<file path="src/dsdft_pkg.sv">
// shared types, constants and twiddle tables for the damped sliding dft block
`default_nettype none
package dsdft_pkg;

  localparam int WINDOW_LENGTH = 64;
  localparam int NUM_BINS      = 32;
  localparam int SAMPLE_BITS   = 16;
  localparam int RING_AW       = 6;
  localparam int BIN_AW        = 5;
  localparam int TW_BITS       = 18;

  // action codes
  localparam logic [1:0] ACT_PUSH  = 2'd0;
  localparam logic [1:0] ACT_READ  = 2'd1;
  localparam logic [1:0] ACT_CLEAR = 2'd2;

  // configuration register indexes
  localparam logic REG_START = 1'b0;
  localparam logic REG_END   = 1'b1;

  localparam logic [BIN_AW-1:0] START_RESET = 5'd1;
  localparam logic [BIN_AW-1:0] END_RESET   = 5'd30;

  localparam longint R_Q28      = 268408612;
  localparam longint TWO_PI_Q28 = 1686629713;

  typedef logic signed [TW_BITS-1:0] tw_table_t [NUM_BINS];

  // truncating quotient of a non-negative value, by long division
  function automatic longint div_small(input longint num, input longint den);
    longint q;
    longint r;
    q = 0;
    r = 0;
    for (int i = 62; i >= 0; i--) begin
      r = (r << 1) | ((num >>> i) & longint'(1));
      if (r >= den) begin
        r = r - den;
        q = q | (longint'(1) << i);
      end
    end
    return q;
  endfunction

  // twiddle table, worked out at elaboration from a taylor series in q28
  function automatic tw_table_t make_tw_table(input bit imag);
    tw_table_t tab;
    longint p;
    longint th;
    longint term;
    longint c;
    longint s;
    longint x;
    bit neg;
    for (int k = 0; k < NUM_BINS; k++) begin
      p = k % WINDOW_LENGTH;
      neg = 1'b0;
      if (2 * p > WINDOW_LENGTH) begin
        p = WINDOW_LENGTH - p;
        neg = 1'b1;
      end
      th = (TWO_PI_Q28 * p + WINDOW_LENGTH / 2) / WINDOW_LENGTH;
      term = longint'(1) << 28;
      c = term;
      s = 0;
      for (int n = 1; n <= 24; n++) begin
        term = (term * th + (longint'(1) << 27)) >>> 28;
        term = div_small(term, longint'(n));
        case (n % 4)
          1: s = s + term;
          2: c = c - term;
          3: s = s - term;
          default: c = c + term;
        endcase
      end
      if (neg) s = -s;
      x = imag ? s : c;
      x = (R_Q28 * x + (longint'(1) << 38)) >>> 39;
      tab[k] = x[TW_BITS-1:0];
    end
    return tab;
  endfunction

  // damping of the oldest sample, r to the window length, in q17
  function automatic logic signed [TW_BITS-1:0] make_rpn_q17();
    longint p;
    p = longint'(1) << 28;
    for (int i = 0; i < WINDOW_LENGTH; i++) begin
      p = (p * R_Q28 + (longint'(1) << 27)) >>> 28;
    end
    p = (p + (longint'(1) << 10)) >>> 11;
    return p[TW_BITS-1:0];
  endfunction

  localparam tw_table_t TW_RE = make_tw_table(1'b0);
  localparam tw_table_t TW_IM = make_tw_table(1'b1);
  localparam logic signed [TW_BITS-1:0] RPN_Q17 = make_rpn_q17();

  typedef enum logic [3:0] {
    S_CLR, S_IDLE, S_P_RD, S_P_MUL, S_P_DEL,
    S_B_RD, S_B_DAT, S_B_M1, S_B_M2, S_B_WR,
    S_R_RD, S_R_DAT, S_SQ, S_EMIT
  } state_t;

  // controller to datapath commands
  typedef struct packed {
    logic               load_item;
    logic               ring_rd;
    logic               delta_mul;
    logic               delta_calc;
    logic               clr_wr;
    logic               bin_rd;
    logic               bin_latch;
    logic               bin_mul1;
    logic               bin_mul2;
    logic               bin_wr;
    logic               win_shift;
    logic               sq_en;
    logic [2:0]         sq_step;
    logic               emit;
    logic               emit_last;
    logic [BIN_AW-1:0]  idx;
    logic [RING_AW-1:0] clr_addr;
  } dp_cmd_t;

  // datapath to controller status
  typedef struct packed {
    logic out_free;
  } dp_stat_t;

endpackage
`default_nettype wire

</file>
<file path="src/dsdft_ctrl.sv">
// controller: configuration registers, range setup and sequencing fsm
`default_nettype none
module dsdft_ctrl (
  input  wire logic                      clk,
  input  wire logic                      rst,
  input  wire logic                      in_valid,
  output      logic                      in_stall,
  input  wire logic [1:0]                action,
  input  wire logic                      cfg_write,
  input  wire logic                      cfg_index,
  input  wire logic [dsdft_pkg::BIN_AW-1:0] cfg_data,
  input  wire dsdft_pkg::dp_stat_t       stat,
  output      dsdft_pkg::dp_cmd_t        cmd
);

  localparam int AW = dsdft_pkg::BIN_AW;

  dsdft_pkg::state_t state, state_next;
  logic [AW-1:0] idx, idx_next;
  logic [2:0] step, step_next;
  logic [dsdft_pkg::RING_AW-1:0] clr_cnt, clr_next;
  logic [AW-1:0] lo, lo_next, hi, hi_next;
  logic [AW-1:0] start_req, end_req;
  logic [AW-1:0] lo_c, hi_c;
  logic [AW:0] b_ext;
  logic narrow;

  // configuration registers
  always_ff @(posedge clk) begin
    if (rst) begin
      start_req <= dsdft_pkg::START_RESET;
      end_req <= dsdft_pkg::END_RESET;
    end else if (cfg_write) begin
      if (cfg_index == dsdft_pkg::REG_START) start_req <= cfg_data;
      if (cfg_index == dsdft_pkg::REG_END) end_req <= cfg_data;
    end
  end

  // active range, widened by one bin on each side and clamped
  always_comb begin
    lo_c = (start_req == '0) ? '0 : start_req - 1'b1;
    b_ext = {1'b0, end_req} + 1'b1;
    if (b_ext < {1'b0, lo_c}) b_ext = {1'b0, lo_c};
    if (b_ext > (AW+1)'(dsdft_pkg::NUM_BINS - 1)) b_ext = (AW+1)'(dsdft_pkg::NUM_BINS - 1);
    hi_c = b_ext[AW-1:0];
    narrow = ({1'b0, hi_c} < ({1'b0, lo_c} + (AW+1)'(2)));
  end

  assign in_stall = (state != dsdft_pkg::S_IDLE);

  // state and counters
  always_ff @(posedge clk) begin
    if (rst) begin
      state <= dsdft_pkg::S_CLR;
      clr_cnt <= '0;
      idx <= '0;
      step <= '0;
      lo <= '0;
      hi <= '0;
    end else begin
      state <= state_next;
      clr_cnt <= clr_next;
      idx <= idx_next;
      step <= step_next;
      lo <= lo_next;
      hi <= hi_next;
    end
  end

  // next state and commands
  always_comb begin
    state_next = state;
    idx_next = idx;
    step_next = step;
    clr_next = clr_cnt;
    lo_next = lo;
    hi_next = hi;
    cmd = '0;
    cmd.idx = idx;
    cmd.clr_addr = clr_cnt;
    cmd.sq_step = step;
    cmd.emit_last = (idx == hi);
    case (state)
      dsdft_pkg::S_CLR: begin
        cmd.clr_wr = 1'b1;
        clr_next = clr_cnt + 1'b1;
        if (clr_cnt == dsdft_pkg::RING_AW'(dsdft_pkg::WINDOW_LENGTH - 1)) begin
          state_next = dsdft_pkg::S_IDLE;
        end
      end
      dsdft_pkg::S_IDLE: begin
        if (in_valid) begin
          cmd.load_item = 1'b1;
          lo_next = lo_c;
          hi_next = hi_c;
          case (action)
            dsdft_pkg::ACT_PUSH: begin
              state_next = dsdft_pkg::S_P_RD;
            end
            dsdft_pkg::ACT_READ: begin
              if (!narrow) begin
                idx_next = lo_c;
                state_next = dsdft_pkg::S_R_RD;
              end
            end
            dsdft_pkg::ACT_CLEAR: begin
              clr_next = '0;
              state_next = dsdft_pkg::S_CLR;
            end
            default: ;
          endcase
        end
      end
      dsdft_pkg::S_P_RD: begin
        cmd.ring_rd = 1'b1;
        state_next = dsdft_pkg::S_P_MUL;
      end
      dsdft_pkg::S_P_MUL: begin
        cmd.delta_mul = 1'b1;
        state_next = dsdft_pkg::S_P_DEL;
      end
      dsdft_pkg::S_P_DEL: begin
        cmd.delta_calc = 1'b1;
        idx_next = lo;
        state_next = dsdft_pkg::S_B_RD;
      end
      dsdft_pkg::S_B_RD: begin
        cmd.bin_rd = 1'b1;
        state_next = dsdft_pkg::S_B_DAT;
      end
      dsdft_pkg::S_B_DAT: begin
        cmd.bin_latch = 1'b1;
        state_next = dsdft_pkg::S_B_M1;
      end
      dsdft_pkg::S_B_M1: begin
        cmd.bin_mul1 = 1'b1;
        state_next = dsdft_pkg::S_B_M2;
      end
      dsdft_pkg::S_B_M2: begin
        cmd.bin_mul2 = 1'b1;
        state_next = dsdft_pkg::S_B_WR;
      end
      dsdft_pkg::S_B_WR: begin
        cmd.bin_wr = 1'b1;
        if (idx == hi) begin
          state_next = dsdft_pkg::S_IDLE;
        end else begin
          idx_next = idx + 1'b1;
          state_next = dsdft_pkg::S_B_RD;
        end
      end
      dsdft_pkg::S_R_RD: begin
        cmd.bin_rd = 1'b1;
        state_next = dsdft_pkg::S_R_DAT;
      end
      dsdft_pkg::S_R_DAT: begin
        cmd.win_shift = 1'b1;
        if ({1'b0, idx} >= ({1'b0, lo} + (AW+1)'(2))) begin
          step_next = '0;
          state_next = dsdft_pkg::S_SQ;
        end else begin
          idx_next = idx + 1'b1;
          state_next = dsdft_pkg::S_R_RD;
        end
      end
      dsdft_pkg::S_SQ: begin
        cmd.sq_en = 1'b1;
        step_next = step + 1'b1;
        if (step == 3'd5) state_next = dsdft_pkg::S_EMIT;
      end
      dsdft_pkg::S_EMIT: begin
        if (stat.out_free) begin
          cmd.emit = 1'b1;
          if (idx == hi) begin
            state_next = dsdft_pkg::S_IDLE;
          end else begin
            idx_next = idx + 1'b1;
            state_next = dsdft_pkg::S_R_RD;
          end
        end
      end
      default: state_next = dsdft_pkg::S_IDLE;
    endcase
  end

endmodule
`default_nettype wire

</file>
<file path="config.mk">
export PLATFORM = sky130hd
export DESIGN_NAME = dsdft_ctrl
export DESIGN_NICKNAME = d
export VERILOG_FILES = /design/src/dsdft_pkg.sv /design/src/dsdft_ctrl.sv
export SDC_FILE = /design/constraint.sdc
export NUM_CORES = 1
export LEC_CHECK = 0
export BUFFER_PORTS_ARGS = -buffer_cell sky130_fd_sc_hd__clkbuf_2
export CAP_MARGIN = 20
export CORE_UTILIZATION = 43
export CTS_CLUSTER_SIZE = 28
export DETAILED_ROUTE_END_ITERATION = 6
export MAX_ROUTING_LAYER = met4
export SYNTH_ARGS = -nofsm -noshare
export SYNTH_HDL_FRONTEND = slang
export SYNTH_SLANG_ARGS = --single-unit
</file>
<file path="constraint.sdc">
create_clock -name clk -period 4.65 [get_ports clk]
set_input_delay 0.93 -clock clk [delete_from_list [all_inputs] [get_ports clk]]
set_output_delay 0.93 -clock clk [all_outputs]
set_load 0.02 [all_outputs]
</file>
==> summary.txt, run 1 <==
Run status
  – Status: finished, final reports clean

Pwr
  – Max rail drop VDD: 0.144 mV
  – Pwr Density: 219 nW/µm²
  – Total power: 683 µW
  – Leakage: 0.00139 µW

Clocking
  – Post-CTS setup buffers: 0
  – CTS Hold Bufs: 0
  – Root buf cell: clkbuf_8
  – CTS H-tree lvls: 2
  – PostCTS Resize Cnt: 0
  – Clk sinks: 38
  – Clock slew at reported path FFs: 70 ps
  – CTS Buffer Depth: 2
  – TritonCTS clock tree: done
  – Num CTS Buffers: 5
  – Later-pin clock latency in the skew report: 290 ps

Placed design
  – # placed instances: 453
  – I/O Buffers: 41
  – Dpl cell area: 3040 µm²
  – Final HPWL DP: 5.23 mm
  – Gpl congestion: 0.910

Floorplanning
  – Die X: 82.6 µm
  – DIE AREA: 6820 µm²
  – Core ar.: 6100 µm²
  – Site row count: 28
  – Die Y: 82.6 µm
  – Ports: 42
  – Initial Utilization: 0.458

Layout
  – Syn-to-layout area delta: 11.9%
  – Most common cell after layout, fill and taps aside: clkbuf_2
  – Footprint of the multi-input gates: 1890 µm²
  – Register area: 761 µm²
  – Most frequent cells in the layout: clkbuf_2 (41), dfxtp_1 (38), nor2_1 (36)
  – Fillers: 648
  – Layout net count: 424
  – Non-filler instance count after layout: 459
  – Fin area: 3130 µm²
  – Layout cell share with drive strength beyond 1: 0.164
  – Ant. Diodes: 0

Global routing
  – Largest net degree at the start of global routing: 23
  – Vias in the first global route: 2,245
  – Gr usage total: 0.222
  – Global-route wire length before repair: 11.1 mm
  – Initial antenna violation count: 0
  – Total grt overflow: 0

Worst hold path
  – Hold-critical path depth: 2
  – Hold WC Path Type: reg2reg
  – Hold_sp: end_req[4]
  – Min-Delay Endpoint: end_req[4]

Flow run
  – Max cap viols: 0

Yosys
  – Sequential fraction of the synthesis area: 0.272
  – Ys async rst share: 0
  – Library cells used by synthesis: 55
  – Flops & latches, synth: 38
  – Mapped Avg Cell Area: 8.05 µm²
  – Ys Warns: 0
  – Post-synthesis cell count: 347
  – Most used DFF post-synth: dfxtp_1
  – Post-synth top area share: 0.272
  – Synth Cell Area: 2790 µm²
  – Area contributors post-synth: dfxtp_1 (27%), ha_1 (12%), nor2_1 (4.8%)
  – Largest area contributor in the netlist: dfxtp_1
  – Count of flip-flops with a built-in enable after synthesis: 0
  – Syn Nets: 386

Critical path
  – Critical path capture point type: flop
  – Slowest-stage cell, CP: o211a_1
  – Reg-to-reg slack, setup: 650 ps
  – Startpoint Class: flop
  – CP max stage delay: 350 ps
  – Max FO, Critical Path: 9
  – Reg-to-Reg End: idx[1]
  – Setup CP Type: reg2reg
  – WP data arrival: 4190 ps
  – FF-to-FF Start: start_req[0]
  – CP cell instances: inv_1, ha_1, a21oi_1, mux2i_1, buf_4, ha_1, a21o_1, a21oi_1, o211a_1, mux2i_1, nand2_1, ha_1, a21o_1, a21oi_1, o21ai_1, a21oi_2, nor2_1, o21ba_1
  – Worst Reg-to-Reg Cells: 18
  – Required time worst endpoint: 4840 ps

Routing
  – ANT nets after route: 0
  – DRT Pass-1 Iters: 4
  – # DRC: 0
  – Via density: 5.67
  – Vias: 2,602
  – Wire per inst: 15.3 µm
  – DRT Wirelength: 7.03 mm
  – 1st-iter DRT viols: 209

Timing
  – RSZ-0062 raised after global routing: no
  – Worst-margin pin slew: 764 ps
  – Clk_skew: 1.79 ps
  – Total negative slack: 0 ps
  – Period utilisation layout: 0.860
  – Setup violators final: 0
  – Fmax: 250 MHz
  – Final Hold Fails: 0
  – Final Max Tran Viols: 0
  – Minimum clock period: 4000 ps
  – Slew margin rel.: 0.490
[through the flow]
stage          setup slack, ps  utilization  hold slack, ps
4_1_cts                    692        0.513             503
3_3_place_gp               870        0.499             485
6_report                   649        0.513             498
2_1_floorplan             1100            -             469
5_1_grt                    247        0.513             530
3_5_place_dp               723        0.499             493
[worst max path at each step]
stage,from,to,slack [ps],depth (start not counted)
after global routing,start_req[0],idx[4],250,18
after CTS,start_req[0],idx[2],690,18
after global placement,start_req[0],idx[1],870,18
final,start_req[0],idx[1],650,18
after floorplan,start_req[0],idx[4],1100,16
after detailed placement,start_req[0],idx[2],720,18
[kinds of logic after synthesis]
logic type               count (synthesis)  synth area share
buffers and inverters                   32            0.0524
AND/OR/NAND/NOR                        139             0.255
flip-flops                              38             0.272
XOR/XNOR                                18            0.0565
AO/OA/AOI/OAI                           82             0.202
adder cells (fa/ha/maj)                 26             0.116
multiplexers                            12            0.0453
[flip-flops by register name (all words and copies together) (netlist names)]
signal	count
end_req	5
start_req	5
clr_cnt	6
lo	5
state	4
hi	5
idx	5
step	3
[report_power, final]
part	switching [µW]	internal, µW	leakage (µW)	total [µW]
Clock	113	114	0.0000431	227
Sequential	8.90	332	0.000308	341
Combinational	64.9	49.9	0.00104	115
Total	187	497	0.00139	683
[cells in the mapped netlist, drive strengths merged, types with 3 or more instances]
master,n
clkbuf,7
a21o,6
a211oi,8
o211ai,3
nor2,36
a21oi,23
nor3b,3
xor2,7
nand2,33
nand2b,12
dfxtp,38
ha,26
or3,3
nor2b,4
o21ba,3
o21ai,15
and3,4
o31ai,4
xnor2,11
mux2i,10
inv,18
buf,7
nor3,8
a22oi,6
nand3,23
[final cells by class]
type	instances	area share
clock buffer	6	0.0264
inverter	18	0.0216
multi-input combinational	277	0.603
sequential	38	0.243
tap	75	0.0300
timing repair buffer	45	0.0753
[critical path, delay by kind of cell, from the launching register on]
family,cells,cell delay [ps]
AND/OR/NAND/NOR,2,250
AO/OA/AOI/OAI,9,1790
buffers and inverters,2,260
adder cells (fa/ha/maj),3,870
multiplexers,2,390
flip-flops,1,330
[metal layers]
| metal | GRT usage | vias to the layer above | wire length, µm |
|---|---|---|---|
| li1 | - | 1315 | - |
| met1 | 0.307 | 1219 | 3540 |
| met2 | 0.342 | 61 | 3040 |
| met3 | 0.0330 | 7 | 381 |
| met4 | 0.0517 | 0 | 68 |
| met5 | - | - | 0 |
Power figures use the tool's default switching activity.
==> run 2: changes to the inputs <==
--- a/config.mk
+++ b/config.mk
@@ -7,10 +7,13 @@
 export LEC_CHECK = 0
 export BUFFER_PORTS_ARGS = -buffer_cell sky130_fd_sc_hd__clkbuf_2
 export CAP_MARGIN = 20
-export CORE_UTILIZATION = 43
+export CELL_PAD_IN_SITES_DETAIL_PLACEMENT = 0
+export CELL_PAD_IN_SITES_GLOBAL_PLACEMENT = 2
+export CORE_UTILIZATION = 34
 export CTS_CLUSTER_SIZE = 28
 export DETAILED_ROUTE_END_ITERATION = 6
 export MAX_ROUTING_LAYER = met4
+export PLACE_DENSITY_LB_ADDON = 0.1
 export SYNTH_ARGS = -nofsm -noshare
 export SYNTH_HDL_FRONTEND = slang
 export SYNTH_SLANG_ARGS = --single-unit
==> run 2 against run 1 <==
Against the previous run: flip-flop and latch count unchanged; sequential share of layout area decreased by 0.71 points; critical endpoint is now idx[4]; via count decreased by 2.2%; die area increased by 26%; highest routed layer unchanged; cell area increased by 3.0%; critical path depth decreased by 3; combinational power about the same; non-clock buffer count unchanged; fmax decreased by 2.2%.
==> summary.txt, run 2 (synthesized netlist as in run 1, its figures left out) <==
Run status
  – Status: finished, final reports clean

Placed design
  – Gpl congestion: 0.791
  – Final HPWL DP: 5.69 mm
  – Dpl ws: 568 ps
  – Dpl cell area: 3080 µm²
  – I/O Buffers: 41

Routing
  – Vias: 2,545
  – 1st-iter DRT viols: 150
  – # DRC: 0
  – DRT Pass-1 Iters: 4
  – Via density: 5.22
  – DRT Wirelength: 7.47 mm
  – ANT nets after route: 0
  – Wire per inst: 15.3 µm

Floorplanning
  – Die X: 92.6 µm
  – Core ar.: 7850 µm²
  – Initial Utilization: 0.356
  – Ports: 42
  – Die Y: 92.6 µm
  – DIE AREA: 8580 µm²
  – Site row count: 32

Global routing
  – Largest net degree at the start of global routing: 22
  – Gr usage total: 0.190
  – Vias in the first global route: 2,370
  – Total grt overflow: 0
  – Initial antenna violation count: 0
  – Global-route wire length before repair: 12.3 mm

Clocking
  – Root buf cell: clkbuf_8
  – Post-CTS setup buffers: 0
  – TritonCTS clock tree: done
  – Later-pin clock latency in the skew report: 290 ps
  – Clock slew at reported path FFs: 80 ps
  – CTS Buffer Depth: 2
  – PostCTS Resize Cnt: 0
  – Clk sinks: 38
  – CTS Hold Bufs: 0
  – CTS H-tree lvls: 2
  – Num CTS Buffers: 5

Critical path
  – CP Buf/Inv Count: 0
  – Setup CP Type: reg2reg
  – CP max stage delay: 510 ps
  – Startpoint Class: flop
  – CP cell instances: nor3_1, mux2i_1, ha_1, a21o_1, a21oi_1, o211a_1, mux2i_1, nand2_1, ha_1, a21o_1, a21oi_1, o21ai_1, a21oi_2, nor2_1, o21a_1
  – Slowest-stage cell, CP: mux2i_1
  – Crit path max-delay family: compound AO/OA/AOI/OAI gates
  – Required time worst endpoint: 4840 ps
  – Max FO, Critical Path: 9
  – WP data arrival: 4280 ps
  – Critical path capture point type: flop

Pwr
  – Leakage: 0.00142 µW
  – Switching pwr: 199 µW
  – Power share of the combinational group: 0.143
  – Clk pwr share: 0.435
  – Internal: 611 µW
  – Max rail drop VDD: 0.139 mV
  – Sequential share of power: 0.421
  – Sw frac: 0.246
  – Pwr Density: 252 nW/µm²

Timing
  – Clk_skew: 6.67 ps
  – Final worst slack: 561 ps
  – Final Hold Fails: 0
  – Setup violators final: 0
  – Worst-margin pin slew: 734 ps
  – Minimum clock period: 4090 ps
  – RSZ-0062 raised after global routing: no
  – Final Max Tran Viols: 0
  – Period utilisation layout: 0.879
  – Fmax: 245 MHz
  – Total negative slack: 0 ps
  – Slew margin rel.: 0.510

Layout
  – Register with the most flip-flops: clr_cnt
  – Most frequent cells in the layout: clkbuf_2 (41), dfxtp_1 (38), nor2_1 (36)
  – Ant. Diodes: 0
  – Syn-to-layout area delta: 15.3%
  – Layout cell share with drive strength beyond 1: 0.168
  – Layout net count: 424
  – Max reg flops: 6
  – Most common cell after layout, fill and taps aside: clkbuf_2
  – Fin area: 3220 µm²

Flow run
  – Max cap viols: 0

Worst hold path
  – Hold WC Path Type: reg2reg
==> run 2: cell types whose count changed in the layout (fill, tap and decap cells not counted), sizes merged <==
| cell | previous run | this run |
|---|---|---|
| bufinv | 0 | 2 |
==> run 2: cell type report <==
| class | count | area (µm²) |
|---|---|---|
| Fill cell | 838 | 4630 |
| Multi-Input combinational cell | 277 | 1890 |
| Sequential cell | 38 | 761 |
| Timing Repair Buffer | 45 | 235 |
| Tap cell | 102 | 128 |
| Clock buffer | 6 | 82.6 |
| Inverter | 18 | 67.6 |
| Clock inverter | 2 | 60.1 |
==> run 2: metrics by stage <==
step / hold slack, ps / util / total power, µW / instances
floorplan: 469 / - / 433 / 347
global placement: 488 / 0.392 / 465 / 480
detailed placement: 494 / 0.392 / 464 / 480
CTS: 506 / 0.410 / 820 / 488
global route: 522 / 0.410 / 853 / 488
finish: 499 / 0.410 / 810 / 488
==> run 2: routing by layer <==
layer	share of wire	global-route usage	routed length [µm]
met5	0	-	0
met4	0.012	0.0397	89
met3	0.032	0.0296	238
met2	0.45	0.302	3350
met1	0.51	0.254	3790
==> run 2: power groups by stage <==
| stage | Clock [µW] | Combinational (µW) | Sequential, µW |
|---|---|---|---|
| 6_report | 353 | 116 | 341 |
| 5_1_grt | 377 | 134 | 343 |
| 4_1_cts | 361 | 117 | 341 |
| 3_5_place_dp | 0 | 115 | 349 |
| 3_3_place_gp | 0 | 116 | 349 |
| 2_1_floorplan | 0 | 83.8 | 349 |
==> run 2: worst paths after layout <==
path / startpoint / end / slack [ps] / cells after the start
worst max-delay path: start_req[2] / idx[4] / 560 / 15
worst min-delay path: clr_cnt[5] / clr_cnt[5] / 500 / 2
worst max register to register: start_req[2] / idx[4] / 560 / 15
worst min register to register: clr_cnt[5] / clr_cnt[5] / 500 / 2
==> run 2: worst min-delay path: cells and delay by family (launching register included) <==
family	cells	cell delay, ps
flops	1	330
compound gates	2	130
